--- src/hdl/r2e_pkg.sv ---
`default_nettype none
// ----------------------------------------------------------------------------
// r2e_pkg
// Shared types, widths and the arctangent table of the rotation matrix to
// Euler angle converter.
// ----------------------------------------------------------------------------
package r2e_pkg;

    localparam int EW               = 16;
    localparam int OW               = 17;
    localparam int CW               = 34;
    localparam int ZW               = 28;
    localparam int TW               = 15;
    localparam int SQ_STEPS         = 25;
    localparam int SQ_LAT           = SQ_STEPS + 1;
    localparam int VW               = 50;
    localparam int MAX_STEPS        = 24;
    localparam int CORDIC_STEPS_DEF = 16;
    localparam int OUT_LIMIT        = 25736;

    localparam logic signed [ZW-1:0] PI_HALF = 28'sd26353589;

    localparam logic CFG_DEFAULT_ORDER  = 1'b0;
    localparam logic CFG_LOCK_THRESHOLD = 1'b1;

    typedef enum logic [2:0] {
        ORD_XYZ,
        ORD_YXZ,
        ORD_ZXY,
        ORD_ZYX,
        ORD_YZX,
        ORD_XZY
    } t_order;

    typedef struct packed {
        t_order ord;
        logic   lk;
    } t_route;

    typedef struct packed {
        logic signed [OW-1:0] a;
        logic signed [OW-1:0] b;
    } t_pair;

    function automatic logic signed [ZW-1:0] atan_entry(input int idx);
        logic signed [ZW-1:0] v;
        case (idx)
            0:       v = 28'sd13176795;
            1:       v = 28'sd7778716;
            2:       v = 28'sd4110060;
            3:       v = 28'sd2086331;
            4:       v = 28'sd1047214;
            5:       v = 28'sd524117;
            6:       v = 28'sd262123;
            7:       v = 28'sd131069;
            default: v = ZW'(28'sd65536 >>> (idx - 8));
        endcase
        return v;
    endfunction

endpackage
`default_nettype wire

--- src/hdl/r2e_cordic.sv ---
`default_nettype none
// ----------------------------------------------------------------------------
// r2e_cordic
// Pipelined vectoring CORDIC for atan2: a quadrant pre-rotation stage and
// one micro-rotation per stage.
// ----------------------------------------------------------------------------
module r2e_cordic
    import r2e_pkg::*;
#(
    parameter int NSTEP = CORDIC_STEPS_DEF
) (
    input  wire logic                 i_clk,
    input  wire logic                 i_rst_n,
    input  wire logic                 i_valid,
    input  wire logic signed [CW-1:0] i_y,
    input  wire logic signed [CW-1:0] i_x,
    output logic                      o_valid,
    output logic signed [ZW-1:0]      o_z
);

    logic                 r_vld  [0:NSTEP];
    logic                 r_zero [0:NSTEP];
    logic signed [CW-1:0] r_x    [0:NSTEP];
    logic signed [CW-1:0] r_y    [0:NSTEP];
    logic signed [ZW-1:0] r_z    [0:NSTEP];

    logic signed [CW-1:0] n_x, n_y;
    logic signed [ZW-1:0] n_z;

    always_comb begin
        n_x = i_x;
        n_y = i_y;
        n_z = '0;
        if (i_x < 0) begin
            if (i_y >= 0) begin
                n_x = i_y;
                n_y = -i_x;
                n_z = PI_HALF;
            end else begin
                n_x = -i_y;
                n_y = i_x;
                n_z = -PI_HALF;
            end
        end
    end

    always_ff @(posedge i_clk) begin
        if (!i_rst_n) begin
            r_vld[0] <= 1'b0;
        end else begin
            r_vld[0] <= i_valid;
        end
        r_zero[0] <= (i_x == 0) && (i_y == 0);
        r_x[0]    <= n_x;
        r_y[0]    <= n_y;
        r_z[0]    <= n_z;
    end

    for (genvar i = 0; i < NSTEP; i++) begin : g_step
        localparam logic signed [ZW-1:0] ANG = atan_entry(i);
        always_ff @(posedge i_clk) begin
            if (!i_rst_n) begin
                r_vld[i+1] <= 1'b0;
            end else begin
                r_vld[i+1] <= r_vld[i];
            end
            r_zero[i+1] <= r_zero[i];
            if (r_y[i] >= 0) begin
                r_x[i+1] <= r_x[i] + (r_y[i] >>> i);
                r_y[i+1] <= r_y[i] - (r_x[i] >>> i);
                r_z[i+1] <= r_z[i] + ANG;
            end else begin
                r_x[i+1] <= r_x[i] - (r_y[i] >>> i);
                r_y[i+1] <= r_y[i] + (r_x[i] >>> i);
                r_z[i+1] <= r_z[i] - ANG;
            end
        end
    end

    assign o_valid = r_vld[NSTEP];
    assign o_z     = r_zero[NSTEP] ? '0 : r_z[NSTEP];

endmodule
`default_nettype wire

--- config.mk ---
export PLATFORM = sky130hd
export DESIGN_NAME = r2e_cordic
export DESIGN_NICKNAME = d
export VERILOG_FILES = /design/src/hdl/r2e_pkg.sv /design/src/hdl/r2e_cordic.sv
export SDC_FILE = /design/constraint.sdc
export NUM_CORES = 2
export LEC_CHECK = 0
export BUFFER_PORTS_ARGS = -buffer_cell sky130_fd_sc_hd__clkbuf_2
export CORE_MARGIN = 2
export CORE_UTILIZATION = 45
export CTS_CLUSTER_SIZE = 10
export DETAILED_ROUTE_END_ITERATION = 16
export PLACE_DENSITY = 0.68
export SLEW_MARGIN = 0
export SYNTH_ARGS = -nofsm -noshare
export SYNTH_HDL_FRONTEND = slang
export SYNTH_SLANG_ARGS = --single-unit
--- constraint.sdc ---
create_clock -name i_clk -period 6.28 [get_ports i_clk]
set_clock_uncertainty 0.2 [all_clocks]
set_input_delay 1.256 -clock i_clk [delete_from_list [all_inputs] [get_ports i_clk]]
set_output_delay 1.256 -clock i_clk [all_outputs]
set_load 0.02 [all_outputs]
==> flow_summary.toml <==
[routing]
postRouteAntennaNets = 0
initialDrtViolationCount = 5770
routed_wl_um = 269000
avgViaCountPerCell = 5.55
dr_total_vias = 87700
wl_per_cell_um = 17.1
drc = 0
drtPass1Iterations = 6

[finish]
syn_to_final_growth_pct = 9.15
design_area_um2 = 115000
nets = 14000
drive_gt1_frac = 0.0396
final_common_cell = "dfxtp_1"
final_cells = 15800
fillCellCount = 22500
final_cell_mix = "dfxtp_1 (1477), ha_1 (1310), xnor2_1 (1149)"

[floorplan]
rows = 177
core-area_um2 = 233000
dieArea_um2 = 238000
die_w_um = 488
initial_core_util = 0.453
io_pins = 100
fp.dieH_um = 488

[sta]
tightest_slew_ns = 1.26
post-route-period-util = 0.866
finalSetupViolCount = 0
hold_viol = 0
post-route-min-period_ns = 5.44
slew_headroom = 0.156
rsz0062_at_grt = "false"
slew_viol_final = 0
fin_hold_ws_ns = 0.0478
finalSetupTns_ns = 0
fmax_mhz = 184

[grt]
overflow = 0
grt_usage = 0.222
grt_pass1_vias = 82800
antenna_found_initial = 4
grt_pass1_wl_um = 436000
grt_start_max_net_pins = 95

[logic_synthesis]
synth_cells = 12400
synth_flop_cell = "dfxtp_1"
yosys_warnings = 0
synth_seq_area_share = 0.283
syn_area_um2 = 106000
synth_cell_types = 89
synth_edf_count = 0
synth_seq_cells = 1491
avgSynthCellArea_um2 = 8.53
async_flop_share = 0

[place]
placedCellCount = 15500
gp_congestion = 0.924
io_buffers = 99
place_area_um2 = 110000
hpwl_um = 217000

[worst_setup_path]
crit_type = "reg -> reg"
required_ns = 6.86
reg2reg_slack_ns = 0.84
worst-path-max-fanout = 5
cp-startpoint = "r_y[2][9]$_DFF_P_"
crit_arrival_ns = 6.02
end_kind = "flip-flop"
crit_path_start_kind = "flip-flop"
timing.rr.start = "r_y[2][9]$_DFF_P_"

[job]
max-cap-violations = 0

[hold_path]
hold_path.class = "reg -> reg"
holdCritStartpoint = "r_z[9][11]$_DFF_P_"

[clock_tree]
clock-sinks = 1491
htreeDepth = 4
cts-buffers-inserted = 180
holdBufCountCts = 0
clkLatencyLatePin_ns = 0.87
clk_pin_slew_ns = 0.06
cts_tree = "built"
post_cts_resized = 0
root_buffer = "clkbuf_16"
cts_setup_buffers = 0
ctsLongestPathBuffers = 3

[run_status]
outcome = "finished, final reports clean"
==> worst paths after layout <==
path | depth (start not counted) | endpoint
setup / recovery | 17 | r_x[3][32]$_DFF_P_
hold / removal | 0 | r_z[10][11]$_DFF_P_
setup reg to reg | 17 | r_x[3][32]$_DFF_P_
hold reg to reg | 0 | r_z[10][11]$_DFF_P_
==> through the flow <==
stage / util / setup WS [ns]
finish: 0.494 / 0.844
global route: 0.494 / 0.483
CTS: 0.494 / 0.871
detailed placement: 0.471 / 0.864
global placement: 0.471 / 0.865
floorplan: - / 1.32
==> per-layer routing <==
metal,global-route usage,vias up,share of wire
li1,-,44700,-
met1,0.279,40800,0.44
met2,0.383,1774,0.47
met3,0.0301,443,0.046
met4,0.0843,2,0.037
met5,0,-,0.000041
==> cell usage after synthesis (17+ instances only) <==
master | number | area [µm²]
dfxtp_1 | 1491 | 29800
ha_1 | 1310 | 16400
xnor2_1 | 1149 | 10100
a21oi_1 | 1128 | 5650
nor2_1 | 914 | 3430
o21ai_0 | 780 | 3900
nand2_1 | 675 | 2530
xor2_1 | 648 | 5680
inv_1 | 563 | 2110
a21o_1 | 548 | 4110
nor2b_1 | 239 | 1500
o31ai_1 | 227 | 1700
nand2b_1 | 212 | 1330
nand3_1 | 212 | 1060
nor3_1 | 206 | 1030
or3_1 | 177 | 1110
o21bai_1 | 175 | 1310
o21a_1 | 173 | 1300
clkbuf_1 | 166 | 623
and3_1 | 105 | 657
a31oi_1 | 101 | 632
or4_1 | 100 | 751
o41ai_1 | 96 | 841
nand4_1 | 83 | 519
a211oi_1 | 79 | 593
nor4_1 | 78 | 488
and2_1 | 67 | 419
or2_2 | 60 | 375
o211ai_1 | 56 | 420
fa_1 | 44 | 881
o31a_1 | 39 | 342
a21boi_0 | 37 | 278
buf_1 | 33 | 124
a31o_2 | 28 | 245
a2111oi_0 | 23 | 201
nor3b_1 | 22 | 165
a211o_1 | 20 | 175
o2111ai_1 | 20 | 175
and4_1 | 18 | 158
a221o_1 | 17 | 170
==> layout make-up <==
| cell class | count | area [µm²] | share of cell area |
|---|---|---|---|
| sequential | 1491 | 29900 | 0.259 |
| clock buffer | 228 | 4860 | 0.0422 |
| timing repair buffer | 129 | 723 | 0.00628 |
| antenna | 12 | 30.0 | 0.000261 |
| multi-input combinational | 10200 | 73100 | 0.634 |
| clock inverter | 35 | 594 | 0.00516 |
| inverter | 568 | 2130 | 0.0185 |
| tap | 3132 | 3920 | 0.0340 |
==> critical path, stage by stage (launching register included) <==
cell and delay [ns]:
dfxtp_1 0.36, or4_4 0.55, or3_1 0.35, or3_2 0.47
nand2b_1 0.21, o21ai_0 0.39, o21ai_0 0.29, a21oi_1 0.21
xnor2_1 0.14, ha_1 0.30, a21o_1 0.19, a21o_1 0.20
or3_1 0.31, a2111oi_0 0.58, nor3b_1 0.15, o21ai_0 0.17
nor2b_1 0.18, xnor2_1 0.12
==> logic make-up after synthesis <==
logic type               share of synthesized area
AO/OA/AOI/OAI                                0.224
XOR/XNOR                                     0.149
adder cells (fa/ha/maj)                      0.164
buffers and inverters                       0.0276
flip-flops                                   0.283
multiplexers                               0.00123
other                                    0.0000355
AND/OR/NAND/NOR                              0.152
==> state kept, by name (all words and copies together), names as in the netlist <==
register / flops
r_vld: 17
r_y: 511
r_z: 451
r_zero: 17
r_x: 495
Power is left out: the tool's default activity adds up to more than one toggle a clock period on the data nets, which glitch-free logic cannot reach.
