===== src/hdl/r2e_pkg.sv =====
`default_nettype none
// ----------------------------------------------------------------------------
// r2e_pkg
// Shared types, widths and the arctangent table of the rotation matrix to
// Euler angle converter.
// ----------------------------------------------------------------------------
package r2e_pkg;

    localparam int EW               = 16;
    localparam int OW               = 17;
    localparam int CW               = 34;
    localparam int ZW               = 28;
    localparam int TW               = 15;
    localparam int SQ_STEPS         = 25;
    localparam int SQ_LAT           = SQ_STEPS + 1;
    localparam int VW               = 50;
    localparam int MAX_STEPS        = 24;
    localparam int CORDIC_STEPS_DEF = 16;
    localparam int OUT_LIMIT        = 25736;

    localparam logic signed [ZW-1:0] PI_HALF = 28'sd26353589;

    localparam logic CFG_DEFAULT_ORDER  = 1'b0;
    localparam logic CFG_LOCK_THRESHOLD = 1'b1;

    typedef enum logic [2:0] {
        ORD_XYZ,
        ORD_YXZ,
        ORD_ZXY,
        ORD_ZYX,
        ORD_YZX,
        ORD_XZY
    } t_order;

    typedef struct packed {
        t_order ord;
        logic   lk;
    } t_route;

    typedef struct packed {
        logic signed [OW-1:0] a;
        logic signed [OW-1:0] b;
    } t_pair;

    function automatic logic signed [ZW-1:0] atan_entry(input int idx);
        logic signed [ZW-1:0] v;
        case (idx)
            0:       v = 28'sd13176795;
            1:       v = 28'sd7778716;
            2:       v = 28'sd4110060;
            3:       v = 28'sd2086331;
            4:       v = 28'sd1047214;
            5:       v = 28'sd524117;
            6:       v = 28'sd262123;
            7:       v = 28'sd131069;
            default: v = ZW'(28'sd65536 >>> (idx - 8));
        endcase
        return v;
    endfunction

endpackage
`default_nettype wire


===== src/hdl/r2e_sqrt.sv =====
`default_nettype none
// ----------------------------------------------------------------------------
// r2e_sqrt
// Pipelined cosine of the pivot: squares the sine, then takes the integer
// square root of the scaled remainder one result bit per stage.
// ----------------------------------------------------------------------------
module r2e_sqrt
    import r2e_pkg::*;
(
    input  wire logic                 i_clk,
    input  wire logic                 i_rst_n,
    input  wire logic                 i_valid,
    input  wire logic signed [EW-1:0] i_s,
    output logic                      o_valid,
    output logic signed [EW-1:0]      o_s,
    output logic [SQ_STEPS-1:0]       o_c
);

    logic                 r_vld [0:SQ_STEPS];
    logic signed [EW-1:0] r_s   [0:SQ_STEPS];
    logic [VW-1:0]        r_v   [0:SQ_STEPS];
    logic [VW-1:0]        r_r   [0:SQ_STEPS];

    logic [2*EW-1:0] n_sq;
    logic [VW-1:0]   n_v;

    always_comb begin
        n_sq = 32'(i_s * i_s);
        n_v  = (VW'(32'd268435456) - VW'(n_sq)) << 20;
    end

    always_ff @(posedge i_clk) begin
        if (!i_rst_n) begin
            r_vld[0] <= 1'b0;
        end else begin
            r_vld[0] <= i_valid;
        end
        r_s[0] <= i_s;
        r_v[0] <= n_v;
        r_r[0] <= '0;
    end

    for (genvar k = 0; k < SQ_STEPS; k++) begin : g_step
        localparam logic [VW-1:0] BIT = VW'(1) << (2 * (SQ_STEPS - 1 - k));
        logic [VW-1:0] n_t;
        assign n_t = r_r[k] + BIT;
        always_ff @(posedge i_clk) begin
            if (!i_rst_n) begin
                r_vld[k+1] <= 1'b0;
            end else begin
                r_vld[k+1] <= r_vld[k];
            end
            r_s[k+1] <= r_s[k];
            if (r_v[k] >= n_t) begin
                r_v[k+1] <= r_v[k] - n_t;
                r_r[k+1] <= (r_r[k] >> 1) + BIT;
            end else begin
                r_v[k+1] <= r_v[k];
                r_r[k+1] <= r_r[k] >> 1;
            end
        end
    end

    assign o_valid = r_vld[SQ_STEPS];
    assign o_s     = r_s[SQ_STEPS];
    assign o_c     = r_r[SQ_STEPS][SQ_STEPS-1:0];

endmodule
`default_nettype wire


===== config.mk =====
export PLATFORM = sky130hd
export DESIGN_NAME = r2e_sqrt
export DESIGN_NICKNAME = d
export VERILOG_FILES = /design/src/hdl/r2e_pkg.sv /design/src/hdl/r2e_sqrt.sv
export SDC_FILE = /design/constraint.sdc
export NUM_CORES = 2
export LEC_CHECK = 0
export BUFFER_PORTS_ARGS = -buffer_cell sky130_fd_sc_hd__buf_2
export CORE_UTILIZATION = 55
export DETAILED_ROUTE_END_ITERATION = 10
export PLACE_DENSITY = 0.71
export SETUP_SLACK_MARGIN = 0.1
export SLEW_MARGIN = 20
export SYNTH_ARGS = -nofsm -noshare
export SYNTH_HDL_FRONTEND = slang
export SYNTH_SLANG_ARGS = --single-unit

===== constraint.sdc =====
create_clock -name i_clk -period 6.54 [get_ports i_clk]
set_clock_uncertainty 0.05 [all_clocks]
set_input_delay 0 -clock i_clk [delete_from_list [all_inputs] [get_ports i_clk]]
set_output_delay 0 -clock i_clk [all_outputs]
set_load 0.02 [all_outputs]

==> metrics.txt <==
root buf cell=clkbuf_16; Critical Path AT=6.72 ns; total CTS buffers=153; outcome=complete, no violations; initial core utilization=55.5%; part of the power in registers=34.9%; drt drc=0; routed vias=42000; EDFF count, synth=0; area of the mapped netlist=0.0644 mm²; RSZ-0062 raised after global routing=false; fraction of layout cells with a size suffix above 1=6.70%; Slew @ Worst Pin=0.862 ns; Area growth syn-to-layout=12.0%; Clk network pwr share=21.5%; DP HPWL=89000 µm; clk_lat worst skew=0.78 ns; CP dominant cell by count=fa_1; worst setup path category=input pin to flip-flop; cells after synthesis=6291; vias in the first global route=43600; synthesized area per cell=10.2 µm²; maximum vdd drop=0.00180 V; io pins=61; n_diodes=0; syn_nets=6973; synth top area cells=dfxtp_1, ha_1, fa_1, inv_1, xor2_1; Slew Viols, Final=0; Comb power frac=43.6%; GR Overflow Total=0; post-synthesis sequential area ratio=48.8%; Pint=26.4 mW; Unique masters post-synth=83; CORE AREA=0.116 mm²; critical path's slowest cell=fa_1; fin nets=7141; NetSw=15.7 mW; global-route wire length before repair=202000 µm; Detail Route Antenna Nets=0; achievable frequency=165 MHz; clock tree buffer depth=3; TNS Setup=0 ns; setup violators final=0; flop and latch count out of synthesis=1568; CP required=7.19 ns; Hold Path Class=input pin to flip-flop; area leader, netlist=dfxtp_1; pwr dens=584 mW/mm²; htree depth=4; Die Wd=344 µm; fillers=9314; CTS sink count=1568; pin count of the biggest net entering global routing=43; CP max stage delay=0.55 ns; hold_ws=0.0890 ns; Tmin final=6.07 ns; max-cap viol count=0; Core Rows=125; Iteration-0 DRC Markers=1900; Pleak=33.9 nW; Rel. slew slack=41.8%; initial antenna violation count=0; Ys Warns=0; Tcrit/Tclk final=92.9%; Die Span Y=344 µm; All-Layer GR Usage=20.6%; CTS clk-pin slew, worst paths=0.06 ns; Vias/cell=5.19; Fin. Hold Viols=0; endpoint class of the critical path=flip-flop; Async SR Flop Fraction=0%; Post-CTS Setup Bufs=0; buffers added on ports=60; CP Launch Type=input pin; die area=0.118 mm²; switch share=37.4%; RD Place Congestion=0.873; Top FF cell, synth=dfxtp_1; DR WL/cell=14.6 µm; CP max FO=8; Synth top area share=48.8%; final wirelength=119000 µm; drt first pass iters=5; critical path cell sequence=dlygate4sd3_1, buf_2, and2_1, inv_1, fa_1, inv_1, fa_1, fa_1, inv_1, fa_1, fa_1, inv_1, fa_1, inv_1, ha_1, and3_1, a211o_1, a21oi_1, o21ai_0, a221oi_2, a21oi_1, a2111o_1, a21oi_1, xnor2_1; TritonCTS clock tree=yes
## path summary, 6_finish.rpt
kind,depth (start not counted),slack (ns),from,to
min reg2reg,0,0.25,r_s[3][14],r_s[3][30]
min,3,0.09,i_s[6],r_s[0][6]
max reg2reg,14,1.61,r_v[1][258],r_v[1][345]
max,24,0.47,i_s[2],r_v[0][49]
## what timing repair did
item,in CTS,in global routing
setup endpoints to repair,0,1
gates resized for setup,0,1
endpoints found under the hold margin,45,0
hold buffers,25,0
## flip-flops by register name, indices dropped and copies added, names as in the netlist, named ones only
name / flops
r_v: 812
r_s: 404
r_r: 325
r_vld: 26
## stage by stage
step	setup WS, ns	power, mW	area (µm²)	std cells	util, %
after global placement	0.247	32.6	66400	7803	57.2
after floorplan	0.389	28.7	64400	6291	-
after detailed placement	0.200	33.0	66400	7803	57.2
final	0.466	42.1	72100	8103	62.1
after global routing	0.175	45.6	72100	8103	62.1
after CTS	0.442	42.3	72100	8103	62.1
## worst max-delay path, delay by kind of cell
family,cells,cell delay [ns]
adder cells (fa/ha/maj),7,3.41
AND/OR/NAND/NOR,2,0.36
XOR/XNOR,1,0.14
buffers and inverters,7,1.00
AO/OA/AOI/OAI,7,1.81
## power by group through the flow
stage	sequential, mW	clock [mW]	combinational [mW]
after floorplan	14.2	0	14.5
after global placement	14.8	0	17.8
after detailed placement	14.9	0	18.1
after CTS	14.7	9.25	18.4
after global routing	15.0	9.68	20.9
final	14.7	9.03	18.4
## placed cells by master, fill, tap and decap left out, types with 18 or more instances in the layout
cell type	netlist	layout
a211oi_1	31	30
xnor2_1	258	258
inv_1	758	758
a21oi_1	263	261
a21o_1	144	144
fa_1	239	239
nand2_1	461	461
nor4_1	107	107
clkbuf_16	0	153
buf_4	16	42
and3_1	27	27
buf_2	2	60
xor2_1	276	276
and2_1	62	62
clkbuf_8	0	26
dfxtp_1	1568	1568
mux2_2	46	46
nor2b_1	52	52
ha_1	424	424
o21bai_1	36	36
nor3_1	143	141
or2_2	21	21
o211ai_1	18	18
clkinv_2	0	24
nand2b_1	76	76
o31ai_1	39	39
or4_1	35	35
nor2_1	316	315
nor4b_1	31	31
o21a_1	66	66
dlygate4sd3_1	0	25
nand3_1	66	66
a31oi_1	21	20
o21ai_0	326	326
or3_1	39	39
nand4_1	42	42
clkbuf_1	91	28
## logic make-up (layout without fill, tap and decap cells)
logic type                 count (synthesis)  after routing  share of synthesized area, %
DFF                                     1568           1568                          48.8
and+or+nand+nor                         1540           1540                          12.0
AOI/OAI and AO/OA                       1062           1062                          10.3
buffers and inverters                    874           1162                          5.19
adders and majority gates                663            663                          15.7
xor gates and xnor gates                 534            534                          7.27
muxes                                     50             50                         0.867
## Yosys cell counts (all sizes together) (16+ instances only)
cell,number
nand4,42
dfxtp,1568
xnor2,258
inv,759
nand3,66
or3,39
or4,36
nand2b,76
clkbuf,91
o31ai,39
nor2b,52
buf,23
a21o,144
xor2,276
and3,27
fa,239
mux2,46
nor4b,31
ha,424
o21ai,329
nor2,316
nand3b,16
nor3,144
a21oi,263
or2,21
and2,64
nand2,461
nor4,107
o21a,66
a31oi,21
o21bai,36
o211ai,19
a211oi,31
## final cells by class
| class | instances | area (µm²) | area share, % |
|---|---|---|---|
| Clock inverter | 68 | 1110 | 1.54 |
| Inverter | 760 | 2850 | 3.96 |
| Tap cell | 1524 | 1910 | 2.64 |
| Timing Repair Buffer | 127 | 866 | 1.20 |
| Sequential cell | 1568 | 31400 | 43.5 |
| Multi-Input combinational cell | 3849 | 29700 | 41.2 |
| Clock buffer | 207 | 4290 | 5.95 |
## routing by layer
layer,share of wire (%),vias to the layer above,global-route usage [%]
met5,0,-,0
met4,2.9,0,7.74
met3,3.3,236,3.06
met2,53,669,39.6
met1,41,19900,22.6
li1,-,21200,-
No activity file was read; power rests on OpenSTA's default activity.
